--- src/design/jsu_pkg.sv ---
// Package for the JSON string unescape unit: parse modes, result kinds,
// error codes, stream widths and the hex digit decoder.
// Used by jsu_step, json_string_unescape_unit and jsu_checker.
package jsu_pkg;

	localparam int unsigned CpW      = 21;
	localparam int unsigned ErrW     = 4;
	localparam int unsigned KindW    = 2;
	localparam int unsigned InDataW  = 24;
	localparam int unsigned OutDataW = 32;

	typedef enum logic [6:0] {
		MODE_IDLE = 7'b0000001,
		MODE_BODY = 7'b0000010,
		MODE_ESC  = 7'b0000100,
		MODE_HEX1 = 7'b0001000,
		MODE_WBS  = 7'b0010000,
		MODE_WU   = 7'b0100000,
		MODE_HEX2 = 7'b1000000
	} mode_t;

	typedef enum logic [KindW-1:0] {
		KIND_CHAR = 2'd0,
		KIND_DONE = 2'd1,
		KIND_ERR  = 2'd2
	} kind_t;

	typedef enum logic [ErrW-1:0] {
		ERR_NONE         = 4'd0,
		ERR_NO_QUOTE     = 4'd1,
		ERR_CONTROL      = 4'd2,
		ERR_ESC_CUT      = 4'd3,
		ERR_BAD_ESC      = 4'd4,
		ERR_HEX_CUT      = 4'd5,
		ERR_BAD_HEX      = 4'd6,
		ERR_NO_LOW       = 4'd7,
		ERR_BAD_LOW      = 4'd8,
		ERR_LONE_LOW     = 4'd9,
		ERR_UNTERMINATED = 4'd10
	} err_t;

	localparam logic [CpW-1:0] CP_QUOTE  = 21'h22;
	localparam logic [CpW-1:0] CP_BSLASH = 21'h5C;
	localparam logic [CpW-1:0] CP_SLASH  = 21'h2F;
	localparam logic [CpW-1:0] CP_LOW_B  = 21'h62;
	localparam logic [CpW-1:0] CP_LOW_F  = 21'h66;
	localparam logic [CpW-1:0] CP_LOW_N  = 21'h6E;
	localparam logic [CpW-1:0] CP_LOW_R  = 21'h72;
	localparam logic [CpW-1:0] CP_LOW_T  = 21'h74;
	localparam logic [CpW-1:0] CP_LOW_U  = 21'h75;
	localparam logic [CpW-1:0] CP_SPACE  = 21'h20;
	localparam logic [CpW-1:0] CP_SUPP   = 21'h10000;

	// Parser state carried from one transaction to the next.
	typedef struct packed {
		mode_t       mode;
		logic [1:0]  digits;
		logic [15:0] acc;
		logic [9:0]  high;
	} pstate_t;

	// One result of a step.
	typedef struct packed {
		logic           emit;
		kind_t          kind;
		logic [CpW-1:0] ch;
		err_t           err;
	} presult_t;

	// Hex digit value in the low four bits; bit 4 is set for a non-digit.
	function automatic logic [4:0] hex_value(input logic [CpW-1:0] c);
		logic [4:0] v;
		v = 5'h10;
		if (c >= 21'h30 && c <= 21'h39) v = {1'b0, c[3:0]};
		else if ((c >= 21'h41 && c <= 21'h46) || (c >= 21'h61 && c <= 21'h66))
			v = {1'b0, c[3:0] + 4'd9};
		return v;
	endfunction

endpackage

--- src/design/json_string_unescape_unit.sv ---
// Top level of the JSON string unescape unit: input register, parser state,
// and output register. Depends on jsu_pkg and jsu_step.
//
//   Channel  Direction  Handshake               Payload
//   s_*      in         s_tvalid / s_tready     s_tdata code point, s_tlast end of text
//   m_*      out        m_tvalid / m_tready     m_tdata char and error, m_tuser kind
//
// One transaction enters per cycle unless the output stalls. Each passes the input
// register, and its result, if any, then passes the output register.
// Throughput is one code point per clock while the output does not stall, set by the combinational parser step.
// A stalled output holds the input register once both registers are occupied,
// so s_tready then follows m_tready.
// Reset (arst_n low) empties both registers and returns the parser to idle.
module json_string_unescape_unit
	import jsu_pkg::*;
(
	input  logic                clk,
	input  logic                arst_n,
	input  logic                s_tvalid,
	output logic                s_tready,
	input  logic [InDataW-1:0]  s_tdata,   // [20:0] code_point, [23:21] zero
	input  logic                s_tlast,   // end_of_text
	output logic                m_tvalid,
	input  logic                m_tready,
	output logic [OutDataW-1:0] m_tdata,   // [20:0] decoded_char, [24:21] error_code
	output logic [KindW-1:0]    m_tuser    // result_kind
);

	// Input register.
	logic           valid_s1;
	logic [CpW-1:0] cp_s1;
	logic           eot_s1;

	// Parser state.
	pstate_t st_q;
	pstate_t st_nxt;
	presult_t res;

	// Output register.
	logic           valid_s2;
	kind_t          kind_s2;
	logic [CpW-1:0] ch_s2;
	err_t           err_s2;

	logic out_free;
	logic advance;

	// The output register can take a new result when empty or being drained.
	assign out_free = !valid_s2 || m_tready;
	// The staged item is processed only when its result, if any, has room.
	assign advance  = valid_s1 && out_free;
	assign s_tready = !valid_s1 || advance;

	always_ff @(posedge clk or negedge arst_n) begin
		if (!arst_n) begin
			valid_s1 <= 1'b0;
		end else if (s_tready) begin
			valid_s1 <= s_tvalid;
		end
	end

	always_ff @(posedge clk) begin
		if (s_tready && s_tvalid) begin
			cp_s1  <= s_tdata[CpW-1:0];
			eot_s1 <= s_tlast;
		end
	end

	jsu_step u_step (
		.cur (st_q),
		.cp  (cp_s1),
		.eot (eot_s1),
		.nxt (st_nxt),
		.res (res)
	);

	always_ff @(posedge clk or negedge arst_n) begin
		if (!arst_n) begin
			st_q <= '{mode: MODE_IDLE, digits: 2'd0, acc: 16'd0, high: 10'd0};
		end else if (advance) begin
			st_q <= st_nxt;
		end
	end

	always_ff @(posedge clk or negedge arst_n) begin
		if (!arst_n) begin
			valid_s2 <= 1'b0;
		end else if (out_free) begin
			valid_s2 <= advance && res.emit;
		end
	end

	always_ff @(posedge clk) begin
		if (advance && res.emit) begin
			kind_s2 <= res.kind;
			ch_s2   <= res.ch;
			err_s2  <= res.err;
		end
	end

	assign m_tvalid = valid_s2;
	assign m_tuser  = kind_s2;
	assign m_tdata  = {{(OutDataW - CpW - ErrW){1'b0}}, err_s2, ch_s2};

endmodule

--- src/design/jsu_step.sv ---
// Next-state and result logic of the JSON string unescape unit for one
// code point or end-of-text mark. Purely combinational; depends on jsu_pkg.
module jsu_step
	import jsu_pkg::*;
(
	input  pstate_t        cur,
	input  logic [CpW-1:0] cp,
	input  logic           eot,
	output pstate_t        nxt,
	output presult_t       res
);

	localparam pstate_t StateIdle = '{mode: MODE_IDLE, digits: 2'd0, acc: 16'd0, high: 10'd0};

	logic [4:0]  hv;
	logic [15:0] val;

	assign hv  = hex_value(cp);
	assign val = {cur.acc[11:0], hv[3:0]};

	always_comb begin
		nxt = cur;
		res = '{emit: 1'b0, kind: KIND_CHAR, ch: '0, err: ERR_NONE};
		unique case (cur.mode)
			MODE_IDLE: begin
				if (!eot) begin
					if (cp == CP_QUOTE) nxt.mode = MODE_BODY;
					else begin
						res = '{emit: 1'b1, kind: KIND_ERR, ch: '0, err: ERR_NO_QUOTE};
					end
				end
			end
			MODE_BODY: begin
				priority if (eot) begin
					nxt = StateIdle;
					res = '{emit: 1'b1, kind: KIND_ERR, ch: '0, err: ERR_UNTERMINATED};
				end else if (cp == CP_QUOTE) begin
					nxt.mode = MODE_IDLE;
					res = '{emit: 1'b1, kind: KIND_DONE, ch: '0, err: ERR_NONE};
				end else if (cp < CP_SPACE) begin
					nxt = StateIdle;
					res = '{emit: 1'b1, kind: KIND_ERR, ch: '0, err: ERR_CONTROL};
				end else if (cp == CP_BSLASH) begin
					nxt.mode = MODE_ESC;
				end else begin
					res = '{emit: 1'b1, kind: KIND_CHAR, ch: cp, err: ERR_NONE};
				end
			end
			MODE_ESC: begin
				if (eot) begin
					nxt = StateIdle;
					res = '{emit: 1'b1, kind: KIND_ERR, ch: '0, err: ERR_ESC_CUT};
				end else begin
					nxt.mode = MODE_BODY;
					res = '{emit: 1'b1, kind: KIND_CHAR, ch: '0, err: ERR_NONE};
					priority case (cp)
						CP_QUOTE, CP_BSLASH, CP_SLASH: res.ch = cp;
						CP_LOW_B: res.ch = 21'h08;
						CP_LOW_F: res.ch = 21'h0C;
						CP_LOW_N: res.ch = 21'h0A;
						CP_LOW_R: res.ch = 21'h0D;
						CP_LOW_T: res.ch = 21'h09;
						CP_LOW_U: begin
							nxt.mode   = MODE_HEX1;
							nxt.digits = 2'd0;
							nxt.acc    = 16'd0;
							res.emit   = 1'b0;
						end
						default: begin
							nxt = StateIdle;
							res = '{emit: 1'b1, kind: KIND_ERR, ch: '0, err: ERR_BAD_ESC};
						end
					endcase
				end
			end
			MODE_HEX1, MODE_HEX2: begin
				priority if (eot) begin
					nxt = StateIdle;
					res = '{emit: 1'b1, kind: KIND_ERR, ch: '0, err: ERR_HEX_CUT};
				end else if (hv[4]) begin
					nxt = StateIdle;
					res = '{emit: 1'b1, kind: KIND_ERR, ch: '0, err: ERR_BAD_HEX};
				end else if (cur.digits != 2'd3) begin
					nxt.acc    = val;
					nxt.digits = cur.digits + 2'd1;
				end else if (cur.mode == MODE_HEX1) begin
					nxt.digits = 2'd0;
					nxt.acc    = 16'd0;
					priority if (val[15:10] == 6'b110110) begin
						nxt.high = val[9:0];
						nxt.mode = MODE_WBS;
					end else if (val[15:10] == 6'b110111) begin
						nxt = StateIdle;
						res = '{emit: 1'b1, kind: KIND_ERR, ch: '0, err: ERR_LONE_LOW};
					end else begin
						nxt.mode = MODE_BODY;
						res = '{emit: 1'b1, kind: KIND_CHAR, ch: {5'd0, val}, err: ERR_NONE};
					end
				end else begin
					if (val[15:10] != 6'b110111) begin
						nxt = StateIdle;
						res = '{emit: 1'b1, kind: KIND_ERR, ch: '0, err: ERR_BAD_LOW};
					end else begin
						nxt = '{mode: MODE_BODY, digits: 2'd0, acc: 16'd0, high: 10'd0};
						res = '{emit: 1'b1, kind: KIND_CHAR,
							ch: CP_SUPP + {1'b0, cur.high, val[9:0]}, err: ERR_NONE};
					end
				end
			end
			MODE_WBS: begin
				if (eot || cp != CP_BSLASH) begin
					nxt = StateIdle;
					res = '{emit: 1'b1, kind: KIND_ERR, ch: '0, err: ERR_NO_LOW};
				end else nxt.mode = MODE_WU;
			end
			MODE_WU: begin
				if (eot || cp != CP_LOW_U) begin
					nxt = StateIdle;
					res = '{emit: 1'b1, kind: KIND_ERR, ch: '0, err: ERR_NO_LOW};
				end else begin
					nxt.mode   = MODE_HEX2;
					nxt.digits = 2'd0;
					nxt.acc    = 16'd0;
				end
			end
			default: nxt = StateIdle;
		endcase
	end

endmodule

--- config.mk ---
export PLATFORM = sky130hd
export DESIGN_NAME = json_string_unescape_unit
export DESIGN_NICKNAME = d
export VERILOG_FILES = /design/src/design/jsu_pkg.sv /design/src/design/json_string_unescape_unit.sv /design/src/design/jsu_step.sv
export SDC_FILE = /design/constraint.sdc
export NUM_CORES = 1
export LEC_CHECK = 0
export BUFFER_PORTS_ARGS = -buffer_cell sky130_fd_sc_hd__clkbuf_2
export CORE_UTILIZATION = 55
export CTS_BUF_LIST = sky130_fd_sc_hd__clkbuf_4 sky130_fd_sc_hd__clkbuf_8 sky130_fd_sc_hd__clkbuf_16
export CTS_CLUSTER_DIAMETER = 80
export DETAILED_ROUTE_END_ITERATION = 7
export GPL_TIMING_DRIVEN = 0
export PLACE_DENSITY = 0.77
export REMOVE_ABC_BUFFERS = 1
export SYNTH_ARGS = -nofsm -noshare
export SYNTH_HDL_FRONTEND = slang
export SYNTH_SLANG_ARGS = --single-unit
--- constraint.sdc ---
create_clock -name clk -period 5.1 [get_ports clk]
set_input_delay 1.02 -clock clk [delete_from_list [all_inputs] [get_ports clk]]
set_output_delay 1.02 -clock clk [all_outputs]
set_load 0.03 [all_outputs]
Word-level counts from Yosys, hierarchy flattened

Cells that the tools add are included.

Bits of input ports: 29
Logic and storage cells: 127
Bits in registers: 82

Add/sub/neg operators: 3
Equality and inequality tests: 33
Muxes and demuxes: 52
Bitwise logic cells: 1
Magnitude comparators: 7
Reductions and logical operators: 20

Operators with widths:

| operator                                                                             | count |
|---|---|
| 28-bit two-way mux                                                                   | 17 |
| 28-bit case mux with 6 select lines                                                  | 2 |
| 35-bit two-way mux                                                                   | 5 |
| 21-bit by 7-bit equality test with 1-bit output, second input constant               | 7 |
| 21-bit case mux with 6 select lines                                                  | 1 |
| 27-bit two-way mux                                                                   | 2 |
| 10-bit two-way mux                                                                   | 5 |
| 22-bit case mux with 2 select lines                                                  | 1 |
| 21-bit by 6-bit equality test with 1-bit output, second input constant               | 2 |
| 21-bit by 7-bit greater-or-equal comparator with 1-bit output, second input constant | 2 |
| 21-bit by 7-bit less-or-equal comparator with 1-bit output, second input constant    | 2 |
| 7-bit two-way mux                                                                    | 6 |
| 21-bit by 7-bit inequality test with 1-bit output, second input constant             | 2 |
| 7-bit case mux with 6 select lines                                                   | 1 |
| 18-bit two-way mux                                                                   | 2 |
| 30-bit two-way mux                                                                   | 1 |
| 25-bit two-way mux                                                                   | 1 |
| 17-bit by 20-bit adder with 21-bit output, first input constant                      | 1 |
| 21-bit by 6-bit greater-or-equal comparator with 1-bit output, second input constant | 1 |
| 21-bit by 6-bit less-or-equal comparator with 1-bit output, second input constant    | 1 |
| 21-bit by 6-bit less-than comparator with 1-bit output, second input constant        | 1 |
| 5-bit two-way mux                                                                    | 3 |
| 6-bit equality test, second input constant                                           | 2 |
| 3-bit inequality test, second input constant                                         | 3 |
| other kinds (31)                                                                     | 45 |

Longest topological paths before layout

Depth after elaboration: 13
Mapped depth: 11
Depth with buffers taken out: 9

Cells and area by module

Synthesis repeated with hierarchy kept, for this count alone.

Cell total of the unflattened synthesis: 425
Area, all modules: 4926.0 µm²

Modules (own cells, without submodules):

| module                    | cells each | area each (µm²) | sequential area each (µm²) | instances |
|---|---|---|---|---|
| json_string_unescape_unit | 141        | 3083.0          | 2398.6                     | 1 |
| jsu_step                  | 284        | 1843.0          | 0.0                        | 1 |

Least setup slack after synthesis

OpenSTA, ideal clock, no wires.

Kind: reg2reg
Start: register cp_s1[1]
End: register ch_s2[0], enable pin
Path slack: 0.714 ns
Setup time: 0.449 ns
Data required time: 4.651 ns
Stages on the path, launching flop included: 9
Arrival: 3.938 ns
Path through: edfxtp_1 > inv_1 > ha_1 > or4_1 > nand4_1 > a221oi_2 > o21ai_2 > o21ai_0 > o21ai_0

Cells in the longest elaborated chain, start to end: 9

Ends and longest elaborated chain:

| item                                                                                                                                        | RTL line                        | RTL |
|---|---|---|
| start, declared                                                                                                                             | json_string_unescape_unit.sv:31 | `logic [CpW-1:0] cp_s1;` |
| start signal, assigned                                                                                                                      | json_string_unescape_unit.sv:64 | `cp_s1 <= s_tdata[CpW-1:0];` |
| 21-bit by 7-bit greater-or-equal comparator with 1-bit output or 21-bit by 7-bit less-or-equal comparator with 1-bit output (tied branches) | jsu_pkg.sv:75                   | `else if ((c >= 21'h41 && c <= 21'h46) \|\| (c >= 21'h61 && c <= 21'h66))` |
| 1-bit logical AND                                                                                                                           | jsu_pkg.sv:75                   |  |
| 1-bit logical OR                                                                                                                            | jsu_pkg.sv:75                   |  |
| 5-bit two-way mux                                                                                                                           | jsu_pkg.sv:75                   |  |
| 5-bit two-way mux                                                                                                                           | jsu_pkg.sv:74                   | `if (c >= 21'h30 && c <= 21'h39) v = {1'b0, c[3:0]};` |
| 28-bit two-way mux                                                                                                                          | jsu_step.sv:80                  | `end else if (hv[4]) begin` |
| 28-bit two-way mux                                                                                                                          | jsu_step.sv:77                  | `priority if (eot) begin` |
| 28-bit case mux with 6 select lines *                                                                                                       | jsu_step.sv:24                  | `unique case (cur.mode)` |
| 1-bit logical AND *                                                                                                                         | json_string_unescape_unit.sv:94 | `if (advance && res.emit) begin` |
| end signal, assigned                                                                                                                        | json_string_unescape_unit.sv:96 | `ch_s2 <= res.ch;` |
| end, declared                                                                                                                               | json_string_unescape_unit.sv:42 | `logic [CpW-1:0] ch_s2;` |

Every way passes the cells marked *; elsewhere a longest branch is shown, timed or not.
A chain may end at the register's enable or synchronous reset.

Final worst setup path

Start: register cp_s1[14]
End: register ch_s2[13], enable pin

The elaborated chain is that of the path after synthesis.

==> impl_metrics.yaml <==
status:
  status: "finished, final reports clean"
route:
  wl_per_cell_um: 18.2
  drt_iter0_drc: 321
  drt_drc_violations_left: 0
  drt-total-wl_mm: 10.0
  vias_per_cell: 6.18
  vias: 3409
  dr.pass1.iters: 5
  ant_nets: 0
cts:
  cts_buffers: 9
  clkTransAtPathRegs_ns: 0.09
  cts_max_level: 3
  cts_hold_buf: 0
  cts-resized-gates: 0
  cts_max_path_buffers: 2
  cts.sinks: 82
  cts_root_buffer: "clkbuf_8"
  cts_tree: "built"
  cts_setup_buffers: 0
  clock_latency_ns: 0.37
job:
  drv_cap: 0
sta:
  period_needed_ns: 3.70
  slew_headroom: 0.322
  skew_ns: 0.0128
  worst_pin_slew_ns: 1.02
  setup_viol: 0
  hold_viol_final: 0
  fin_crit_sh: 0.725
  rsz0062_at_grt: "false"
  report.final.slew_viol_count: 0
  max_clock_freq_mhz: 270
placed_design:
  gp_congestion: 0.957
  hpwl_mm: 7.41
  portBuffers: 54
floorplan:
  start_util: 0.568
  die_w_um: 91.4
  die_h_um: 91.4
  dieArea_sq_um: 8350
  core_sq_um: 7730
  io_pins: 65
  rows: 32
pwr:
  power_density_nw_per_um2: 375
  vdd_drop_max_uv: 184
  power.total_uw: 1830
  p_leak_uw: 0.00204
layout:
  final_common_cell: "clkbuf_2"
  syn2layout_area_growth_pct: 11.0
  fin_nets: 480
  utilization: 0.631
  fill_cells: 630
  final_cell_mix: "clkbuf_2, edfxtp_1, nand2_1"
  drive_gt1_frac: 0.231
  diodes: 0
grt:
  track_usage: 0.260
  grt-ovfl-total: 0
  grt_max_degree: 34
  grt_pass1_vias: 3186
  antenna_found_initial: 0
  grt_pass1_wl_mm: 16.4
synthesis:
  synth_cell_types: 68
  ys_ff_latch: 82
  synthArstFlopShare: 0.402
  synth_top_flop_cell: "edfxtp_1"
  synth_edf_count: 49
  synth_cells: 395
  yosys_warnings: 0
  synth_area_sq_um: 4390
  yosysSeqAreaShare: 0.523
  synth.avg_cell_area_sq_um: 11.1
critical_path:
  worstSetupEndpointType: "register"
  critPathMaxStageDelay_ns: 0.80
  worst-setup-path-type: "reg -> reg"
  cp_max_fo: 20
  critPathSlowestCell: "nor4_2"
  critPathRequiredTime_ns: 5.22
  crit_chain: "nor4_2 > and3_1 > nand3_1 > a221oi_1 > a21boi_0 > a311o_1 > o21ai_2 > buf_8"
  crit_buf_inv: 1
  cp-start-kind: "register"
  worstPathArrival_ns: 3.82
  crit_family: "compound AO/OA/AOI/OAI gates"
min_path:
  hold_class: "reg -> reg"
final timing paths:
| kind | from | to | slack, ns | depth (start not counted) |
|---|---|---|---|---|
| worst max-delay path | cp_s1[14] | ch_s2[13] | 1.40 | 8 |
| worst min-delay path | st_q[27] | st_q[27] | 0.52 | 2 |
| max in group asynchronous | arst_n | st_q[6] | 3.82 | 1 |
| worst max register to register | cp_s1[14] | ch_s2[13] | 1.40 | 8 |
| min in group asynchronous | arst_n | st_q[30] | 0.73 | 1 |
| worst min register to register | st_q[27] | st_q[27] | 0.52 | 2 |
registers in the layout, summed over array words and instances (netlist names):
register,cells
ch_s2,21
cp_s1,21
eot_s1,1
err_s2,4
m_tuser,2
m_tvalid,1
st_q,31
valid_s1,1
cells in the mapped netlist (all sizes together), types with 10 or more instances:
library cell / number / share of area
a22o: 15 / 0.030
buf: 13 / 0.024
dfrtp: 32 / 0.18
edfxtp: 49 / 0.33
inv: 21 / 0.018
mux2: 13 / 0.033
nand2: 37 / 0.032
nand3: 19 / 0.022
nand4: 11 / 0.016
nor2: 19 / 0.018
nor3: 10 / 0.014
o21ai: 21 / 0.026
per-layer routing:
metal	GRT usage	wire length (um)	up-vias
met5	0	0	-
met4	0.0992	180	0
met3	0.0553	779	17
met2	0.395	4600	164
met1	0.367	4470	1629
li1	-	-	1599
worst reg2reg max path, stage by stage, from the launching register on:
cell and delay [ns]:
edfxtp_1 0.42, nor4_2 0.80, and3_1 0.40, nand3_1 0.13, a221oi_1 0.54, a21boi_0 0.45, a311o_1 0.29, o21ai_2 0.19
buf_8 0.23
through the flow:
stage          setup slack (ns)  instances  TNS (ns)  hold WS (ns)  instance area [sq um]
5_1_grt                    1.16        552         0         0.552                   4880
3_5_place_dp               1.52        536         0         0.502                   4690
2_1_floorplan             0.713        379         0         0.453                   4280
6_report                   1.40        552         0         0.525                   4880
4_1_cts                    1.49        552         0         0.524                   4880
3_3_place_gp             -0.662        535    -17.79         0.471                   4680
cell families (layout without fill, tap and decap cells):
logic type      after synthesis  count (layout)  synth area share
compound gates               84              84             0.141
simple gates                155             155             0.212
xor+xnor                      5               5           0.00997
flops                        82              82             0.523
mux                          19              19            0.0470
other cells                   1               7          0.000854
fa+ha+maj                     6               6            0.0171
buf+inv                      43              92            0.0493
power breakdown:
group          total [uW]  switching, uW  internal (uW)
combinational         523            354            169
sequential            860           47.6            812
clock                 445            257            188
total                1830            659           1170
final cells by class:
cell class / count / area (sq um) / area share
clock buffer: 10 / 131 / 0.0269
clock inverter: 6 / 51.3 / 0.0105
inverter: 21 / 78.8 / 0.0162
multi-input combinational: 276 / 1900 / 0.390
sequential: 82 / 2300 / 0.471
tap: 102 / 128 / 0.0262
timing repair buffer: 55 / 285 / 0.0585
Note: power is estimated with default switching activity, not from simulation.
